<file path="src/rtl/stepper_move_dispatch_can_framer_unit_macros.svh">
// Assertion macros shared by the dispatcher checks.
`ifndef STEPPER_MOVE_DISPATCH_CAN_FRAMER_UNIT_MACROS_SVH
`define STEPPER_MOVE_DISPATCH_CAN_FRAMER_UNIT_MACROS_SVH

// Same-cycle implication, sampled on i_clk, off while i_rst_n is low.
`define SMDC_ASSERT_NOW(name, ante, cons, msg) \
    name: assert property (@(posedge i_clk) disable iff (!i_rst_n) \
        (ante) |-> (cons)) else $error(msg);

// Next-cycle implication, sampled on i_clk, off while i_rst_n is low.
`define SMDC_ASSERT_NEXT(name, ante, cons, msg) \
    name: assert property (@(posedge i_clk) disable iff (!i_rst_n) \
        (ante) |=> (cons)) else $error(msg);

`endif

</file>
<file path="src/rtl/smdc_pkg.sv">
// Types and constants of the stepper move dispatcher and CAN framer.
package smdc_pkg;

    localparam logic [7:0] FUNC_BYTE = 8'hFD;
    localparam logic [7:0] TERM_BYTE = 8'h6B;
    localparam int         CMD_LEN   = 13;

    // Command body after address and function byte, split 7 + rest.
    localparam int         FRAME0_TAKE = 7;
    localparam logic [3:0] DLC_FRAME0  = 4'(FRAME0_TAKE + 1);
    localparam logic [3:0] DLC_FRAME1  = 4'(CMD_LEN - 2 - FRAME0_TAKE + 1);

    localparam logic [7:0] ADDR_CH0 = 8'd1;
    localparam logic [7:0] ADDR_CH1 = 8'd2;
    localparam logic [7:0] ADDR_CH2 = 8'd3;
    localparam logic [7:0] ADDR_CH3 = 8'd6;

    localparam int CMD_DEPTH_DEF = 2;
    localparam int OUT_DEPTH     = 2;

    typedef struct packed {
        logic [7:0]  motor_addr;
        logic [7:0]  move_dir;
        logic [15:0] speed;
        logic [7:0]  accel;
        logic [31:0] position;
    } t_item;

    typedef struct packed {
        logic        kind;
        logic [1:0]  channel;
        logic        step_dir;
        logic [31:0] pulse_count;
        logic [15:0] can_ext_id;
        logic [3:0]  can_dlc;
        logic [63:0] can_data;
        logic        last;
    } t_result;

    // Classified command handed from front to back.
    typedef struct packed {
        logic       is_can;
        logic [1:0] channel;
        t_item      item;
    } t_cmd;

endpackage

</file>
<file path="src/rtl/smdc_fifo.sv">
// Small register queue with a combinational head read.
module smdc_fifo import smdc_pkg::*; #(
    parameter int DEPTH = CMD_DEPTH_DEF,
    parameter int WIDTH = 1
) (
    input  logic             i_clk,
    input  logic             i_rst_n,
    input  logic             i_push,
    input  logic [WIDTH-1:0] i_data,
    output logic             o_full,
    output logic             o_valid,
    output logic [WIDTH-1:0] o_data,
    input  logic             i_pop
);
    localparam int PW = (DEPTH > 1) ? $clog2(DEPTH) : 1;
    localparam int CW = $clog2(DEPTH + 1);

    logic [WIDTH-1:0] r_mem [DEPTH];
    logic [PW-1:0]    r_wr_ptr, n_wr_ptr;
    logic [PW-1:0]    r_rd_ptr, n_rd_ptr;
    logic [CW-1:0]    r_count,  n_count;
    logic             do_push, do_pop;

    assign o_full  = (r_count == CW'(DEPTH));
    assign o_valid = (r_count != '0);
    assign o_data  = r_mem[r_rd_ptr];
    assign do_push = i_push && !o_full;
    assign do_pop  = i_pop && o_valid;

    always_comb begin
        n_wr_ptr = r_wr_ptr;
        n_rd_ptr = r_rd_ptr;
        n_count  = r_count;
        if (do_push) begin
            n_wr_ptr = (r_wr_ptr == PW'(DEPTH - 1)) ? '0 : r_wr_ptr + 1'b1;
        end
        if (do_pop) begin
            n_rd_ptr = (r_rd_ptr == PW'(DEPTH - 1)) ? '0 : r_rd_ptr + 1'b1;
        end
        if (do_push && !do_pop) begin
            n_count = r_count + 1'b1;
        end else if (do_pop && !do_push) begin
            n_count = r_count - 1'b1;
        end
    end

    always_ff @(posedge i_clk) begin
        if (!i_rst_n) begin
            r_wr_ptr <= '0;
            r_rd_ptr <= '0;
            r_count  <= '0;
        end else begin
            r_wr_ptr <= n_wr_ptr;
            r_rd_ptr <= n_rd_ptr;
            r_count  <= n_count;
        end
    end

    always_ff @(posedge i_clk) begin
        if (do_push) begin
            r_mem[r_wr_ptr] <= i_data;
        end
    end

endmodule

</file>
<file path="src/rtl/smdc_front.sv">
// Front end: classify move commands by address and queue them for the back end.
module smdc_front import smdc_pkg::*; #(
    parameter int CMD_DEPTH = CMD_DEPTH_DEF
) (
    input  logic  i_clk,
    input  logic  i_rst_n,
    input  logic  i_push,
    input  t_item i_item,
    output logic  o_full,
    output logic  o_cmd_valid,
    output t_cmd  o_cmd,
    input  logic  i_cmd_pop
);
    t_cmd             cmd_in;
    logic [$bits(t_cmd)-1:0] cmd_bits;

    always_comb begin
        cmd_in         = '0;
        cmd_in.item    = i_item;
        cmd_in.is_can  = 1'b0;
        unique case (i_item.motor_addr)
            ADDR_CH0: cmd_in.channel = 2'd0;
            ADDR_CH1: cmd_in.channel = 2'd1;
            ADDR_CH2: cmd_in.channel = 2'd2;
            ADDR_CH3: cmd_in.channel = 2'd3;
            default:  cmd_in.is_can  = 1'b1;
        endcase
    end

    smdc_fifo #(
        .DEPTH (CMD_DEPTH),
        .WIDTH ($bits(t_cmd))
    ) u_cmd_q (
        .i_clk   (i_clk),
        .i_rst_n (i_rst_n),
        .i_push  (i_push),
        .i_data  (cmd_in),
        .o_full  (o_full),
        .o_valid (o_cmd_valid),
        .o_data  (cmd_bits),
        .i_pop   (i_cmd_pop)
    );

    assign o_cmd = t_cmd'(cmd_bits);

endmodule

</file>
<file path="src/rtl/smdc_back.sv">
// Back end: run step commands against stored positions, frame CAN commands.
module smdc_back import smdc_pkg::*; (
    input  logic    i_clk,
    input  logic    i_rst_n,
    input  logic    i_cmd_valid,
    input  t_cmd    i_cmd,
    output logic    o_cmd_pop,
    output logic    o_empty,
    output t_result o_result,
    input  logic    i_pop
);
    logic [31:0] r_prev [4];
    logic        r_frame;

    logic        out_full;
    logic        res_valid;
    logic        fire;
    logic [31:0] old_pos, new_pos;
    logic        pos_gt;
    logic [31:0] diff_up, diff_dn;
    t_result     res;
    logic [$bits(t_result)-1:0] res_bits;

    assign fire      = i_cmd_valid && !out_full;
    assign o_cmd_pop = fire && (!i_cmd.is_can || r_frame);

    // Both differences in parallel; the compare picks the nonnegative one.
    assign new_pos = i_cmd.item.position;
    assign old_pos = r_prev[i_cmd.channel];
    assign pos_gt  = new_pos > old_pos;
    assign diff_up = new_pos - old_pos;
    assign diff_dn = old_pos - new_pos;

    always_comb begin
        res = '0;
        if (!i_cmd.is_can) begin
            res.kind        = 1'b0;
            res.channel     = i_cmd.channel;
            res.step_dir    = pos_gt;
            res.pulse_count = pos_gt ? diff_up : diff_dn;
            res.last        = 1'b1;
        end else begin
            res.kind       = 1'b1;
            res.can_ext_id = {i_cmd.item.motor_addr, 7'd0, r_frame};
            res.last       = r_frame;
            if (!r_frame) begin
                res.can_dlc  = DLC_FRAME0;
                res.can_data = {i_cmd.item.position[15:8],
                                i_cmd.item.position[23:16],
                                i_cmd.item.position[31:24],
                                i_cmd.item.accel,
                                i_cmd.item.speed[7:0],
                                i_cmd.item.speed[15:8],
                                i_cmd.item.move_dir,
                                FUNC_BYTE};
            end else begin
                res.can_dlc  = DLC_FRAME1;
                res.can_data = {24'd0, TERM_BYTE, 16'd0,
                                i_cmd.item.position[7:0], FUNC_BYTE};
            end
        end
    end

    always_ff @(posedge i_clk) begin
        if (!i_rst_n) begin
            r_frame <= 1'b0;
            for (int i = 0; i < 4; i++) begin
                r_prev[i] <= '0;
            end
        end else if (fire) begin
            if (i_cmd.is_can) begin
                r_frame <= !r_frame;
            end else begin
                r_prev[i_cmd.channel] <= new_pos;
            end
        end
    end

    smdc_fifo #(
        .DEPTH (OUT_DEPTH),
        .WIDTH ($bits(t_result))
    ) u_out_q (
        .i_clk   (i_clk),
        .i_rst_n (i_rst_n),
        .i_push  (fire),
        .i_data  (res),
        .o_full  (out_full),
        .o_valid (res_valid),
        .o_data  (res_bits),
        .i_pop   (i_pop)
    );

    assign o_empty  = !res_valid;
    assign o_result = t_result'(res_bits);

endmodule

</file>
<file path="src/rtl/stepper_move_dispatch_can_framer_unit.sv">
// Top level of the stepper move dispatcher and CAN framer.
//
// Input queue: drive i_item and raise push; a beat is taken at a clock edge
// with push high and full low. Result queue: while empty is low the oldest
// result sits on o_result; raise pop to take it.
// Addresses 1, 2, 3 and 6 are local step channels 0..3: one result with
// direction and pulse count against the last stored position of that channel,
// which is then replaced. Any other address yields two CAN frames (frame 0 with
// dlc 8, frame 1 with dlc 5, last set on frame 1); stored positions are kept.
// A result passes through the registered command queue and then the output
// queue before it is on o_result; frame 1 is emitted after frame 0.
// While its two-beat output queue has room, the back end emits one result per
// cycle, for one local command or one CAN frame; a CAN command needs both.
// A short command queue sits between front and back, so the front keeps taking
// beats while the back or the receiver stalls, until that queue fills.
// When pop stays low the output queue fills, the back end holds, and then
// full rises. Reset empties both queues and clears all stored positions to 0.
`include "stepper_move_dispatch_can_framer_unit_macros.svh"
module stepper_move_dispatch_can_framer_unit import smdc_pkg::*; #(
    parameter int CMD_DEPTH = CMD_DEPTH_DEF
) (
    input  logic    i_clk,
    input  logic    i_rst_n,
    input  logic    push,
    input  t_item   i_item,
    output logic    full,
    output logic    empty,
    output t_result o_result,
    input  logic    pop
);
    logic cmd_valid;
    logic cmd_pop;
    t_cmd cmd;

    smdc_front #(
        .CMD_DEPTH (CMD_DEPTH)
    ) u_front (
        .i_clk       (i_clk),
        .i_rst_n     (i_rst_n),
        .i_push      (push),
        .i_item      (i_item),
        .o_full      (full),
        .o_cmd_valid (cmd_valid),
        .o_cmd       (cmd),
        .i_cmd_pop   (cmd_pop)
    );

    smdc_back u_back (
        .i_clk       (i_clk),
        .i_rst_n     (i_rst_n),
        .i_cmd_valid (cmd_valid),
        .i_cmd       (cmd),
        .o_cmd_pop   (cmd_pop),
        .o_empty     (empty),
        .o_result    (o_result),
        .i_pop       (pop)
    );

    `SMDC_ASSERT_NOW(a_local_single, !empty && !o_result.kind, o_result.last, "local result not last")
    `SMDC_ASSERT_NEXT(a_frame1_follows, pop && !empty && !o_result.last, !empty && o_result.kind && o_result.last, "frame 1 does not follow frame 0")
    `SMDC_ASSERT_NOW(a_can_cmd_pop, cmd_pop && cmd.is_can, !empty || cmd_valid, "CAN command retired without frames")

endmodule
</file>
<file path="config.mk">
export PLATFORM = sky130hd
export DESIGN_NAME = stepper_move_dispatch_can_framer_unit
export DESIGN_NICKNAME = d
export VERILOG_FILES = /design/src/rtl/smdc_pkg.sv /design/src/rtl/smdc_fifo.sv /design/src/rtl/smdc_front.sv /design/src/rtl/smdc_back.sv /design/src/rtl/stepper_move_dispatch_can_framer_unit.sv
export VERILOG_INCLUDE_DIRS = /design/src /design/src/rtl
export SDC_FILE = /design/constraint.sdc
export NUM_CORES = 1
export LEC_CHECK = 0
export BUFFER_PORTS_ARGS = -buffer_cell sky130_fd_sc_hd__buf_2
export CORE_MARGIN = 2
export CORE_UTILIZATION = 64
export CTS_BUF_LIST = sky130_fd_sc_hd__clkbuf_4 sky130_fd_sc_hd__clkbuf_8 sky130_fd_sc_hd__clkbuf_16
export DETAILED_ROUTE_END_ITERATION = 16
export PLACE_DENSITY = 0.85
export SYNTH_ARGS = -nofsm -noshare
export SYNTH_HDL_FRONTEND = slang
export SYNTH_SLANG_ARGS = --single-unit
</file>
<file path="constraint.sdc">
create_clock -name i_clk -period 11.6 [get_ports i_clk]
set_clock_uncertainty 0.15 [all_clocks]
set_input_delay 1.74 -clock i_clk [delete_from_list [all_inputs] [get_ports i_clk]]
set_output_delay 1.74 -clock i_clk [all_outputs]
set_load 0.02 [all_outputs]
</file>
==> impl_metrics.env <==
export IMPL_async_reset_ff_share_pct=0
export IMPL_die_h_um=192
export IMPL_ys_types=67
export IMPL_setup_ws_ns=5.44
export IMPL_setup_worst_path_class="flip-flop to flip-flop"
export IMPL_worst_path_max_fanout=53
export IMPL_io_buffer_count=189
export IMPL_dp_cells=2187
export IMPL_syn_mean_instance_area_sq_um=14.0
export IMPL_grt_total_usage_pct=28.0
export IMPL_diodes=0
export IMPL_synthTopCellsByArea="edfxtp_1 64%, mux2_2 5.2%, nor2_1 4.1%"
export IMPL_post_place_ws_ns=5.71
export IMPL_antenna_left=0
export IMPL_min_delay_path_depth=2
export IMPL_synth_top_cells_by_count="484 x edfxtp_1, 245 x nor2_1, 105 x mux2_2"
export IMPL_netlist_area_sq_mm=0.0226
export IMPL_multi_input_comb_area_sq_mm=0.00716
export IMPL_synth_cells=1615
export IMPL_worst_pin_slew_ns=1.11
export IMPL_finalNonFillerCells=2275
export IMPL_yosysWarnings=0
export IMPL_post_synth_top_count_cell="edfxtp_1"
export IMPL_drtPass1Iterations=6
export IMPL_grt_pass1_vias=14200
export IMPL_rows=68
export IMPL_postSynth_topFlopCell="edfxtp_1"
export IMPL_finish_net_count=1924
export IMPL_numClockSinks=495
export IMPL_fin_crit_ns=6.16
export IMPL_cp_cell_sequence="mux2i_4, buf_4, mux4_2, ha_1, fa_1, nor2b_1, o31a_1, o21ai_0, a211o_1, and3_1, buf_4, o311ai_0, a211o_1, nand2_1"
export IMPL_synth_top_cell_area_share_pct=64.3
export IMPL_floorplan_io_pins=199
export IMPL_cts_buffers=47
export IMPL_slowest_cp_cell="dfxtp_4"
export IMPL_start_util_pct=65.3
export IMPL_sw_frac_of_total_pct=37.4
export IMPL_vias_per_cell=6.14
export IMPL_largest_stage_delay_on_the_critical_path_ns=0.97
export IMPL_met2_length_um=25500
export IMPL_status="finished clean"
export IMPL_design_core_area_sq_mm=0.0346
export IMPL_area_growth_synth_to_final_pct=13.2
export IMPL_max_clock_freq_mhz=162
export IMPL_met3RoutedLength_um=3940
export IMPL_setup_viol=0
export IMPL_combinationalPowerShare_pct=40.3
export IMPL_power_leakage_nw=9.58
export IMPL_worst_setup_path_start_kind="flip-flop"
export IMPL_layout_worst_path_cycle_share_pct=53.1
export IMPL_synth_yosys_seq_area_share_pct=65.3
export IMPL_critPathRequiredTime_ns=11.72
export IMPL_highest_signal_layer_in_the_routed_design="met5"
export IMPL_maxCapViolations=0
export IMPL_clock_latency_reported_for_the_late_side_of_the_worst_skew_pair_ns=0.59
export IMPL_gr_total_overflow=0
export IMPL_clkTransAtPathRegs_ns=0.07
export IMPL_htree_num_levels=2
export IMPL_fin_tns_setup_ns=0
export IMPL_power_density_mw_per_mm2=281
export IMPL_hold_slack_ns=0.437
export IMPL_clock_power_share_pct=23.0
export IMPL_yosysTopAreaCell="edfxtp_1"
export IMPL_die_area_sq_mm=0.0368
export IMPL_worstRegToRegCells=14
export IMPL_postPlaceCellArea_sq_mm=0.0239
export IMPL_maximum_number_of_pins_on_one_net_before_global_route_repair=76
export IMPL_maximum_vdd_drop_mv=0.240
export IMPL_grt_first_pass_wirelength_um=78100
export IMPL_fillCellCount=2105
export IMPL_finalInstanceArea_sq_mm=0.0256
export IMPL_ys_ff_latch=495
export IMPL_crit_arrival_ns=6.29
export IMPL_post_cts_resized=0
export IMPL_post_cts_setup_buffer_count=0
export IMPL_final_layout_size_suffix_gt1_share_pct=24.8
export IMPL_cts_hold_buf=0
export IMPL_total_switching_power_w=0.00269
export IMPL_m1WireLength_um=20500
export IMPL_root_buffer="clkbuf_16"
export IMPL_die_w_um=192
export IMPL_reg_area_sq_mm=0.0148
export IMPL_final_max_slew_violation_count=0
export IMPL_place_detailed_hpwl_um=32300
export IMPL_wl_per_cell_um=22.5
export IMPL_setup_repair_after_global_routing_missed_its_margin="no"
export IMPL_tritoncts="done"
export IMPL_seq_power_share_pct=36.7
export IMPL_finalHoldViolations=0
export IMPL_min_path_type="flip-flop to flip-flop"
export IMPL_drt_first_iter_violations=1481
export IMPL_route_detailed_drc=0
export IMPL_vias=14000
export IMPL_internal_power_w=0.00449
export IMPL_finalWirelength_um=51100
export IMPL_gp_congestion=0.950
export IMPL_critical_path_endpoint_type="flip-flop"
export IMPL_grt_antenna_before_repair=3
export IMPL_clockBufferDepth=3
export IMPL_synth_edf_count=484
export IMPL_max_slew_margin_pct=25.9
flip-flops by register name (all words and copies together), names as in the netlist, named ones only:
signal / cells
u_back.u_out_q.r_wr_ptr: 1
u_back.u_out_q.r_count: 2
u_front.u_cmd_q.r_wr_ptr: 1
u_back.u_out_q.r_rd_ptr: 1
u_back.u_out_q.r_mem: 206
u_back.r_frame: 1
u_front.u_cmd_q.r_mem: 150
u_front.u_cmd_q.r_count: 2
u_back.r_prev: 128
u_front.u_cmd_q.r_rd_ptr: 1
metrics by stage:
| stage | power, W | utilization [%] |
|---|---|---|
| after floorplan | 0.00470 | - |
| after global placement | 0.00541 | 69.0 |
| after detailed placement | 0.00548 | 69.0 |
| after CTS | 0.00717 | 73.9 |
| after global routing | 0.00750 | 73.9 |
| final | 0.00718 | 73.9 |
cell families (layout without fill, tap and decap cells):
| kind of cell | after synthesis | in the layout | share of synthesized area (%) |
|---|---|---|---|
| mux | 216 | 216 | 11.9 |
| flops | 495 | 495 | 65.3 |
| buf+inv | 180 | 377 | 3.58 |
| other cells | 1 | 9 | 0.0166 |
| simple gates | 399 | 399 | 7.80 |
| xor+xnor | 28 | 28 | 1.08 |
| fa+ha+maj | 67 | 67 | 3.77 |
| compound gates | 229 | 229 | 6.54 |
path summary, 6_finish.rpt:
check                                              start                                endpoint  slack, ns
setup / recovery                               flip-flop   u_back.u_out_q.r_mem[0][88]$_DFFE_PP_       5.44
setup reg to reg                               flip-flop   u_back.u_out_q.r_mem[0][88]$_DFFE_PP_       5.44
hold / removal    u_back.u_out_q.r_count[1]$_SDFFE_PN0P_  u_back.u_out_q.r_count[1]$_SDFFE_PN0P_       0.44
hold reg to reg   u_back.u_out_q.r_count[1]$_SDFFE_PN0P_  u_back.u_out_q.r_count[1]$_SDFFE_PN0P_       0.44
cells in the final DEF (no fill, tap or decap), types with 8 or more instances in the layout:
cell type | netlist | layout
edfxtp_1 | 484 | 484
nor2_1 | 245 | 243
buf_2 | 25 | 189
mux2_2 | 105 | 105
inv_1 | 79 | 79
mux2i_1 | 77 | 75
a21oi_1 | 73 | 73
ha_1 | 65 | 65
nand2_1 | 53 | 50
clkbuf_16 | 0 | 48
o21ai_0 | 41 | 41
mux4_2 | 32 | 32
a211oi_1 | 24 | 24
nor2b_1 | 22 | 22
a21o_1 | 22 | 22
buf_4 | 21 | 20
xnor2_1 | 19 | 19
nand4_1 | 13 | 13
and2_1 | 13 | 12
clkinv_1 | 1 | 11
o21a_1 | 9 | 9
xor2_1 | 9 | 9
conb_1 | 1 | 9
bufinv_16 | 0 | 9
dfxtp_1 | 11 | 9
nor3_1 | 8 | 8
per-layer routing:
metal / up-vias / global-route usage (%)
li1: 6265 / -
met1: 6940 / 37.4
met2: 664 / 47.3
met3: 101 / 4.95
met4: 6 / 8.58
met5: - / 0
power by group through the flow:
| stage | Combinational, W | Clock (W) | Sequential, W |
|---|---|---|---|
| final | 0.00289 | 0.00165 | 0.00263 |
| after global routing | 0.00311 | 0.00173 | 0.00266 |
| after CTS | 0.00287 | 0.00166 | 0.00263 |
| after detailed placement | 0.00282 | 0 | 0.00266 |
| after global placement | 0.00278 | 0 | 0.00263 |
| after floorplan | 0.00208 | 0 | 0.00262 |
cell type report:
type	instances	area share, %
Sequential cell	495	57.7
Multi-Input combinational cell	948	28.0
Clock buffer	54	4.87
Timing Repair Buffer	209	4.28
Tap cell	455	2.23
Clock inverter	34	1.77
Inverter	80	1.17
worst max-delay path: cells and delay by family (launching register included):
kind / cells / cell delay (ns)
AND/OR/NAND/NOR: 3 / 0.63
adder cells (fa/ha/maj): 2 / 0.73
AO/OA/AOI/OAI: 5 / 1.45
flip-flops: 1 / 0.97
buffers and inverters: 2 / 0.91
multiplexers: 2 / 0.98
Note: power is estimated with default switching activity, not from simulation.
